==> config.mk <==
export PLATFORM = sky130hd
export DESIGN_NAME = p2pd_cell
export DESIGN_NICKNAME = d
export VERILOG_FILES = /design/src/hdl/point_to_plane_distance_macros.svh /design/src/hdl/p2pd_pkg.sv /design/src/hdl/p2pd_cell.sv
export SDC_FILE = /design/constraint.sdc
export NUM_CORES = 1
export LEC_CHECK = 0
export BUFFER_PORTS_ARGS = -buffer_cell sky130_fd_sc_hd__buf_2
export CAP_MARGIN = 20
export CELL_PAD_IN_SITES_DETAIL_PLACEMENT = 0
export CELL_PAD_IN_SITES_GLOBAL_PLACEMENT = 2
export CORE_AREA = 8 8 278 280
export DETAILED_ROUTE_END_ITERATION = 16
export DIE_AREA = 0 0 286 288
export GPL_TIMING_DRIVEN = 1
export HOLD_SLACK_MARGIN = 0.03
export PLACE_DENSITY_LB_ADDON = 0.1
export SLEW_MARGIN = 25
export SYNTH_ARGS = -nofsm -noshare
export SYNTH_HDL_FRONTEND = slang
export SYNTH_SLANG_ARGS = --single-unit
==> constraint.sdc <==
create_clock -name clk_i -period 10.2 [get_ports clk_i]
set_input_delay 2.04 -clock clk_i [delete_from_list [all_inputs] [get_ports clk_i]]
set_output_delay 2.04 -clock clk_i [all_outputs]
set_load 0.01 [all_outputs]
==> src/hdl/point_to_plane_distance_macros.svh <==
`ifndef POINT_TO_PLANE_DISTANCE_MACROS_SVH
`define POINT_TO_PLANE_DISTANCE_MACROS_SVH
`ifndef ASSERT_OFF
`define P2P_ASSERT(lbl, clk, rst_n, prop, msg) \
  lbl: assert property (@(posedge clk) disable iff (!rst_n) prop) else $error(msg);
`define P2P_ASSERT_NEVER(lbl, clk, rst_n, cond, msg) \
  lbl: assert property (@(posedge clk) disable iff (!rst_n) !(cond)) else $error(msg);
`else
`define P2P_ASSERT(lbl, clk, rst_n, prop, msg)
`define P2P_ASSERT_NEVER(lbl, clk, rst_n, cond, msg)
`endif
`endif

==> src/hdl/p2pd_pkg.sv <==
package p2pd_pkg;
  localparam int unsigned CoefBits = 32;
  localparam int unsigned OffsBits = 48;
  localparam int unsigned CfgAddrBits = 2;
  localparam int unsigned SumBits = 66;
  localparam int unsigned NormBits = 66;

  typedef enum logic [CfgAddrBits-1:0] {
    RegCoefX   = 2'd0,
    RegCoefY   = 2'd1,
    RegCoefZ   = 2'd2,
    RegCoefOff = 2'd3
  } cfg_reg_e;
endpackage

==> src/hdl/p2pd_cell.sv <==
module p2pd_cell import p2pd_pkg::*; #(
  parameter int unsigned DistBits = 16,
  parameter int unsigned ResBits = 101,
  parameter int unsigned AccBits = 83,
  parameter int unsigned BitPos = 0
) (
  input  logic                clk_i,
  input  logic                en_i,
  input  logic [ResBits-1:0]  r_i,
  input  logic [AccBits-1:0]  t_i,
  input  logic [NormBits-1:0] s_i,
  input  logic [DistBits:0]   q_i,
  input  logic                dgn_i,
  output logic [ResBits-1:0]  r_o,
  output logic [AccBits-1:0]  t_o,
  output logic [NormBits-1:0] s_o,
  output logic [DistBits:0]   q_o,
  output logic                dgn_o
);
  logic [ResBits-1:0] trial;
  logic take;

  // The residual holds m*m - q*q*s and the accumulator holds q*s.
  assign trial = (ResBits'(t_i) << (BitPos + 1)) + (ResBits'(s_i) << (2 * BitPos));
  assign take = (trial <= r_i);

  always_ff @(posedge clk_i) begin
    if (en_i) begin
      r_o   <= take ? r_i - trial : r_i;
      t_o   <= take ? t_i + (AccBits'(s_i) << BitPos) : t_i;
      s_o   <= s_i;
      q_o   <= take ? (q_i | ((DistBits+1)'(1) << BitPos)) : q_i;
      dgn_o <= dgn_i;
    end
  end
endmodule

Word level (Yosys, flattened, before mapping)
Index checks and enable logic that the tools add are counted.
- $lt $le $gt $ge: 1
- mux-type cells: 2
- add/sub/neg operators: 3
- operator list (cell ; count):
    <= comparator 85 x 101 -> 1 bit ; 1
    2-to-1 mux 101 bit ; 1
    subtractor 101 x 85 -> 101 bit ; 1
    adder 84 x 66 -> 85 bit ; 1
    adder 83 x 66 -> 83 bit ; 1
    2-to-1 mux 83 bit ; 1
- flip-flop bits (word level): 268
- output and inout port bits: 268
- bits of input ports: 270

Logic depth before layout (Yosys ltp)
Gate-level depths: netlist (run 1).
- depth after elaboration: 3
- gate-level depth with buffers: 30
- mapped depth without buffers: 26

Worst setup path before layout (run 1)
OpenSTA, ideal clock, no wires.
- path type: in2reg
- start point: input port t_i[0]
- end point: register r_o[98] (data pin)
- buffers on the path: 3
- stages: 29
- library setup time: 0.271 ns
- required time: 9.929 ns
- setup slack: 2.379 ns
- data arrival time: 7.551 ns
- cells stage by stage: ha_1 -> inv_1 -> fa_1 -> nor2b_1 -> o31a_1 -> o21ai_0 -> o21ai_0 -> a2111oi_0 -> a2111oi_0 -> o31ai_1 -> a21oi_1 -> a21o_1 -> buf_2 -> nand4_1 -> xor2_1 -> ha_1 -> clkbuf_1 -> nand4_1 -> or4b_1 -> nor2_1 -> nand4_1 -> and4_4 -> nand3_1 -> o21ai_2 -> buf_6 -> nor3_1 -> mux2_2 -> a31oi_1 -> o211ai_1
- longest elaborated chain between the ends: 3
- elaborated cells on any way between the ends: 4
- classes of those cells: 2 x add/sub; 1 x order compare; 1 x mux
- ends and longest elaborated chain (item ; line ; RTL):
    from (decl) ; p2pd_cell.sv:10 ; input logic [AccBits-1:0] t_i,
    adder 84 x 66 -> 85 bit (*) ; p2pd_cell.sv:24 ; assign trial = (ResBits'(t_i) << (BitPos + 1)) + (ResBits'(s_i) << (2 * BitPos));
    subtractor 101 x 85 -> 101 bit / <= comparator 85 x 101 -> 1 bit (equally long branches) ; p2pd_cell.sv:29, p2pd_cell.sv:25 ;
    2-to-1 mux 101 bit (*) ; p2pd_cell.sv:29 ; r_o <= take ? r_i - trial : r_i;
    to (signal assigned) ; p2pd_cell.sv:29 ;
    to (decl) ; p2pd_cell.sv:14 ; output logic [ResBits-1:0] r_o,
Every way passes the cells marked *; elsewhere a longest branch is shown, timed or not.
A chain may end at the register's enable or synchronous reset.

Worst setup path after layout (run 1)
- start point: input port t_i[10]
- end point: register r_o[98] (data pin)
Same word-level chain as after synthesis.

==> impl_metrics.env, run 1 <==
export IMPL_worst_ir_drop_vdd_mv=0.122
export IMPL_final_core_util=0.393
export IMPL_cts_resized=0
export IMPL_cap_viol_max_count=0
export IMPL_setup_total_negative_slack_ns=0
export IMPL_core_area_um2=72600
export IMPL_number_of_design_rule_violations_left_by_the_first_detailed_router_iteration=1434
export IMPL_hp_start="q_i[11]"
export IMPL_htree_num_levels=2
export IMPL_cts_repair_timing_setup_buffer_count=0
export IMPL_critical_path_arrival_ns=9.17
export IMPL_p_switching_mw=1.93
export IMPL_cp_class="input pin to flip-flop"
export IMPL_globalRoute_totalOverflow=0
export IMPL_groute_usage_overall=0.228
export IMPL_ys_dominant_reg_cell="sky130_fd_sc_hd__edfxtp_1"
export IMPL_timing_critical_path_required_ns=10.48
export IMPL_dr_pass1_iters=7
export IMPL_cts_root_buf="sky130_fd_sc_hd__clkbuf_16"
export IMPL_vias=23200
export IMPL_hold_path_endpoint="q_o[11]$_DFFE_PP_"
export IMPL_clkSinkCount=268
export IMPL_cts_max_path_buffers=3
export IMPL_cellLeakagePower_nw=11.6
export IMPL_grt_start_max_net_pins=97
export IMPL_grt_use_met3=0.0393
export IMPL_floorplan_die_area_um2=82400
export IMPL_timing_max_slew_rel_slack=0.289
export IMPL_initial_utilization=0.327
export IMPL_place_area_um2=27300
export IMPL_number_of_buffers_inserted_by_hold_repair_at_cts=0
export IMPL_synth_seq_area_share=0.339
export IMPL_post_route_cells_drive_above_1_share=0.199
export IMPL_fmax_ghz=0.113
export IMPL_antenna_violations_before_repair=21
export IMPL_synth_edff_count=268
export IMPL_timing_worst_slew_pin_value_ns=1.06
export IMPL_clock_power_share=0.260
export IMPL_postSynthCellCount=2787
export IMPL_via_per_inst=5.44
export IMPL_rsz0062_at_grt="no"
export IMPL_pwr_share_seq=0.312
export IMPL_port_buffer_count=537
export IMPL_chipHeight_um=288
export IMPL_finalNetCount=3750
export IMPL_setup_worst_path_end_class="flip-flop"
export IMPL_die_x_um=286
export IMPL_placement_rows=99
export IMPL_final_number_of_max_transition_violations=0
export IMPL_setup_violations=0
export IMPL_dpl_hpwl_um=82800
export IMPL_global_route_wire_length_before_repair_um=146000
export IMPL_synth_cell_type_count=84
export IMPL_global_route_usage_met2=0.386
export IMPL_hold_class="input pin to flip-flop"
export IMPL_design_area_um2=28500
export IMPL_drc_violations_left=0
export IMPL_global_route_peak_usage_layer="met2"
export IMPL_crit_start="t_i[10]"
export IMPL_sequential_cell_area_um2=8050
export IMPL_syn_num_nets=3276
export IMPL_timing_critical_path_from_type="input pin"
export IMPL_p_per_area_nw_per_um2=174
export IMPL_postRouteWirelength_um=98900
export IMPL_cts_buffers=36
export IMPL_gp_congestion=0.918
export IMPL_syn_to_final_growth_pct=20.2
export IMPL_synthesis_area_per_instance_um2=8.52
export IMPL_mappedNetlistArea_um2=23700
export IMPL_top_ports=538
export IMPL_detail_route_antenna_nets=0
export IMPL_area_of_combinational_cells_with_multiple_inputs_um2=14900
export IMPL_critical_path_max_fanout=22
export IMPL_ys_async_sr_fraction=0
export IMPL_wl_per_cell_um=23.2
export IMPL_final_fill_count=7669
export IMPL_globalRouteMet1Util=0.300
export IMPL_power_internal_mw=3.04
export IMPL_synth_seq_cells=268
export IMPL_clk_transition_reported_paths_ns=0.06
export IMPL_final_cell_mix="sky130_fd_sc_hd__buf_2 (536), sky130_fd_sc_hd__nand2_1 (358), sky130_fd_sc_hd__a21oi_1 (324)"
export IMPL_synthesis_yosys_warnings=0
export IMPL_run_status="completed"
export IMPL_holdPathStages=1
export IMPL_grt_pass1_vias=23400
export IMPL_min_period_over_period=0.871
export IMPL_finalCriticalPeriod_ns=8.89
export IMPL_swShare=0.388
export IMPL_final_common_cell="sky130_fd_sc_hd__buf_2"
export IMPL_hold_viol=0
export IMPL_comb_power_share=0.428
export IMPL_cts_tree="yes"
[area by class of cell]
class                           count  area share
Antenna cell                       10    0.000877
Clock buffer                       45      0.0342
Clock inverter                     19     0.00723
Inverter                           68     0.00894
Multi-Input combinational cell   2324       0.523
Sequential cell                   268       0.282
Tap cell                          959      0.0420
Timing Repair Buffer              563       0.102
[worst max-delay path by stage]
stage / to / cells after the start
global placement: r_o[98]$_DFFE_PP_ / 26
finish: r_o[98]$_DFFE_PP_ / 26
detailed placement: r_o[98]$_DFFE_PP_ / 26
global route: r_o[98]$_DFFE_PP_ / 26
CTS: r_o[98]$_DFFE_PP_ / 26
floorplan: r_o[98]$_DFFE_PP_ / 29
[cells in the mapped netlist, drive strengths merged (61+ instances only)]
| cell | count | area (µm²) |
|---|---|---|
| nand3 | 61 | 305 |
| xor2 | 97 | 850 |
| nand2 | 358 | 1340 |
| clkbuf | 89 | 337 |
| o21ai | 266 | 1350 |
| inv | 68 | 255 |
| a21oi | 326 | 1640 |
| a21o | 80 | 601 |
| nand4 | 75 | 482 |
| o21bai | 62 | 465 |
| nor2 | 234 | 883 |
| edfxtp | 268 | 8050 |
| ha | 216 | 2700 |
| xnor2 | 152 | 1330 |
[logic make-up (layout without fill, tap and decap cells)]
family	after synthesis	count (layout)	synth area share
other	0	10	0
xor gates and xnor gates	249	249	0.0919
muxes	4	4	0.00184
adders and majority gates	219	219	0.116
AOI/OAI and AO/OA	934	934	0.239
DFF	268	268	0.339
and+or+nand+nor	918	918	0.179
buffers and inverters	195	695	0.0328
[layer usage]
metal | part of all wire | routed length (µm) | vias up
met5 | 0.00066 | 65 | -
met4 | 0.022 | 2190 | 10
met3 | 0.058 | 5700 | 118
met2 | 0.47 | 46600 | 663
met1 | 0.45 | 44400 | 11100
li1 | - | - | 11300
[power by group through the flow]
stage	Clock (mW)	Sequential (mW)	Combinational, mW
final	1.29	1.55	2.13
after detailed placement	0	1.57	2.13
after CTS	1.34	1.55	2.14
after global routing	1.36	1.57	2.34
after global placement	0	1.57	2.14
after floorplan	0	1.66	1.20
[flip-flops by register name, indices dropped and copies added (netlist names)]
name and cells:
q_o 17, t_o 83, dgn_o 1, s_o 66, r_o 101
[stage by stage]
stage | std cells | power [mW] | worst slack [ns] | hold WS [ns]
final | 4256 | 4.97 | 1.31 | 1.66
after floorplan | 2787 | 2.86 | 2.38 | 2.14
after global placement | 4182 | 3.71 | 1.00 | 2.22
after CTS | 4246 | 5.03 | 1.31 | 1.62
after detailed placement | 4182 | 3.70 | 0.742 | 2.22
after global routing | 4248 | 5.27 | 0.778 | 1.63
[worst max-delay path: stages]
cell,delay [ns]
sky130_fd_sc_hd__buf_2,0.12
sky130_fd_sc_hd__ha_1,0.39
sky130_fd_sc_hd__a211oi_1,0.33
sky130_fd_sc_hd__o211ai_1,0.15
sky130_fd_sc_hd__a221oi_1,0.26
sky130_fd_sc_hd__nand3_1,0.34
sky130_fd_sc_hd__o211ai_1,0.41
sky130_fd_sc_hd__a21oi_1,0.17
sky130_fd_sc_hd__o31ai_1,0.54
sky130_fd_sc_hd__a21oi_1,0.29
sky130_fd_sc_hd__o41ai_4,0.34
sky130_fd_sc_hd__buf_4,0.23
sky130_fd_sc_hd__nor2_1,0.07
sky130_fd_sc_hd__xnor2_1,0.13
sky130_fd_sc_hd__ha_1,0.50
sky130_fd_sc_hd__and4_1,0.36
sky130_fd_sc_hd__or4b_1,0.50
sky130_fd_sc_hd__nor2_1,0.21
sky130_fd_sc_hd__nand4_1,0.12
sky130_fd_sc_hd__and4_4,0.26
sky130_fd_sc_hd__nand3_1,0.12
sky130_fd_sc_hd__o21ai_4,0.21
sky130_fd_sc_hd__nor3_1,0.42
sky130_fd_sc_hd__mux2_2,0.38
sky130_fd_sc_hd__a31oi_1,0.14
sky130_fd_sc_hd__o211ai_1,0.11
No activity file was read; power rests on OpenSTA's default activity.
==> run 2, diff against run 1 <==
--- a/config.mk
+++ b/config.mk
@@ -14,7 +14,7 @@
 export DIE_AREA = 0 0 286 288
 export GPL_TIMING_DRIVEN = 1
 export HOLD_SLACK_MARGIN = 0.03
-export PLACE_DENSITY_LB_ADDON = 0.1
+export PLACE_DENSITY = 0.81
 export SLEW_MARGIN = 25
 export SYNTH_ARGS = -nofsm -noshare
 export SYNTH_HDL_FRONTEND = slang
==> run 2 against run 1 <==
Sequential power about the same. Die area unchanged. Critical path depth down 1. Count of clock-buffer cells in the layout down 3. Routed wire length down 2.7%. Worst setup slack better by 0.0048 ns. Highest routed layer unchanged.
==> impl_metrics.env, run 2 (synthesized netlist as in run 1, its figures left out) <==
export IMPL_drc_violations_left=0
export IMPL_final_cell_mix="sky130_fd_sc_hd__buf_2 (536), sky130_fd_sc_hd__nand2_1 (358), sky130_fd_sc_hd__a21oi_1 (324)"
export IMPL_place_detailed_instances=4180
export IMPL_biggestRegsByFlops="r_o (101), t_o (83), s_o (66)"
export IMPL_setup_violations=0
export IMPL_dr_pass1_iters=6
export IMPL_grt_start_max_net_pins=79
export IMPL_final_instance_count_excl_fill=4245
export IMPL_cpMostUsedCell="sky130_fd_sc_hd__o211ai_1"
export IMPL_rsz0062_at_grt="no"
export IMPL_final_number_of_max_transition_violations=0
export IMPL_core_area_um2=72600
export IMPL_hold_class="input pin to flip-flop"
export IMPL_die_x_um=286
export IMPL_cellLeakagePower_nw=11.6
export IMPL_run_status="completed"
export IMPL_timing_worst_slew_pin_value_ns=1.02
export IMPL_timing_critical_path_required_ns=10.48
export IMPL_hold_viol=0
export IMPL_post_route_cells_drive_above_1_share=0.198
export IMPL_final_common_cell="sky130_fd_sc_hd__buf_2"
export IMPL_cts_resized=0
export IMPL_reg_with_most_ffs="r_o"
export IMPL_placement_rows=99
export IMPL_flip_flop_count_of_the_largest_register_after_layout=101
export IMPL_number_of_buffers_inserted_by_hold_repair_at_cts=0
export IMPL_crit_buf_inv=1
export IMPL_dpl_hpwl_um=80600
export IMPL_setup_ws_ns=1.32
export IMPL_grt_pass1_vias=23100
export IMPL_cp_class="input pin to flip-flop"
export IMPL_floorplan_die_area_um2=82400
export IMPL_postRouteWirelength_um=96200
export IMPL_setup_worst_path_end_class="flip-flop"
export IMPL_clk_transition_reported_paths_ns=0.06
export IMPL_groute_usage_overall=0.222
export IMPL_global_route_wire_length_before_repair_um=143000
export IMPL_cts_root_buf="sky130_fd_sc_hd__clkbuf_16"
export IMPL_detail_route_antenna_nets=0
export IMPL_cts_repair_timing_setup_buffer_count=0
export IMPL_finalNetCount=3748
export IMPL_gp_congestion=0.906
export IMPL_wl_per_cell_um=22.7
export IMPL_chipHeight_um=288
export IMPL_critPathSlowestCell="sky130_fd_sc_hd__o41ai_4"
export IMPL_cts_buffers=36
export IMPL_critical_path_max_stage_delay_ns=0.71
export IMPL_worst_ir_drop_vdd_mv=0.116
export IMPL_cap_viol_max_count=0
export IMPL_min_period_over_period=0.871
export IMPL_placement_setup_worst_slack_ns=0.701
export IMPL_timing_critical_path_from_type="input pin"
export IMPL_fmax_ghz=0.113
export IMPL_finalCriticalPeriod_ns=8.88
export IMPL_syn_to_final_growth_pct=20.0
export IMPL_critical_path_arrival_ns=9.17
export IMPL_vias=23100
export IMPL_port_buffer_count=537
export IMPL_cts_tree="yes"
export IMPL_final_fill_count=7551
export IMPL_via_per_inst=5.44
export IMPL_setup_total_negative_slack_ns=0
export IMPL_p_per_area_nw_per_um2=172
export IMPL_antenna_violations_before_repair=18
export IMPL_globalRoute_totalOverflow=0
export IMPL_number_of_design_rule_violations_left_by_the_first_detailed_router_iteration=1763
export IMPL_clkSinkCount=268
export IMPL_initial_utilization=0.327
export IMPL_top_ports=538
export IMPL_critical_path_max_fanout=12
export IMPL_timing_max_slew_rel_slack=0.323
export IMPL_critPathTopFamily="compound AO/OA/AOI/OAI gates"
export IMPL_htree_num_levels=2
export IMPL_cts_max_path_buffers=3
## run 2: changes by cell type in the layout (fill, tap and decap cells not counted), moves of 2 or more
cell                        before  now
sky130_fd_sc_hd__buf_4          25   21
sky130_fd_sc_hd__clkinv_4        0    2
sky130_fd_sc_hd__buf_12          1    3
sky130_fd_sc_hd__clkbuf_16      38   36
sky130_fd_sc_hd__diode_2        10    4
## run 2: final timing paths
path,startpoint,endpoint,slack [ns],depth (start not counted)
hold / removal,q_i[13],q_o[13]$_DFFE_PP_,1.64,1
setup / recovery,t_i[10],r_o[98]$_DFFE_PP_,1.32,25
## run 2: stage by stage
step / cell area, µm² / total power, mW / util / hold slack, ns
after global placement: 27300 / 3.68 / 0.377 / 2.22
after floorplan: 23700 / 2.86 / - / 2.14
after CTS: 28500 / 4.95 / 0.392 / 1.60
final: 28500 / 4.91 / 0.393 / 1.64
after detailed placement: 27400 / 3.67 / 0.377 / 2.22
after global routing: 28500 / 5.20 / 0.392 / 1.61
## run 2: cell type report
cell class / instances / area, µm² / share of cell area
inverters: 68 / 255 / 0.00896
clock buffers: 42 / 923 / 0.0324
repair buffers: 561 / 2920 / 0.102
clock inverters: 19 / 201 / 0.00707
well taps: 959 / 1200 / 0.0421
flip-flops and latches: 268 / 8050 / 0.282
diodes: 4 / 10.0 / 0.000351
multi-input cells: 2324 / 14900 / 0.524
## run 2: per-layer routing
layer | part of all wire | global-route usage
met1 | 0.45 | 0.292
met5 | 0.00077 | 0
met2 | 0.47 | 0.375
met4 | 0.023 | 0.0550
met3 | 0.054 | 0.0386
## run 2: where the power goes
group,internal [mW],switching (mW),total [mW]
clock,0.727,0.528,1.25
sequential,1.49,0.0672,1.55
combinational,0.771,1.33,2.10
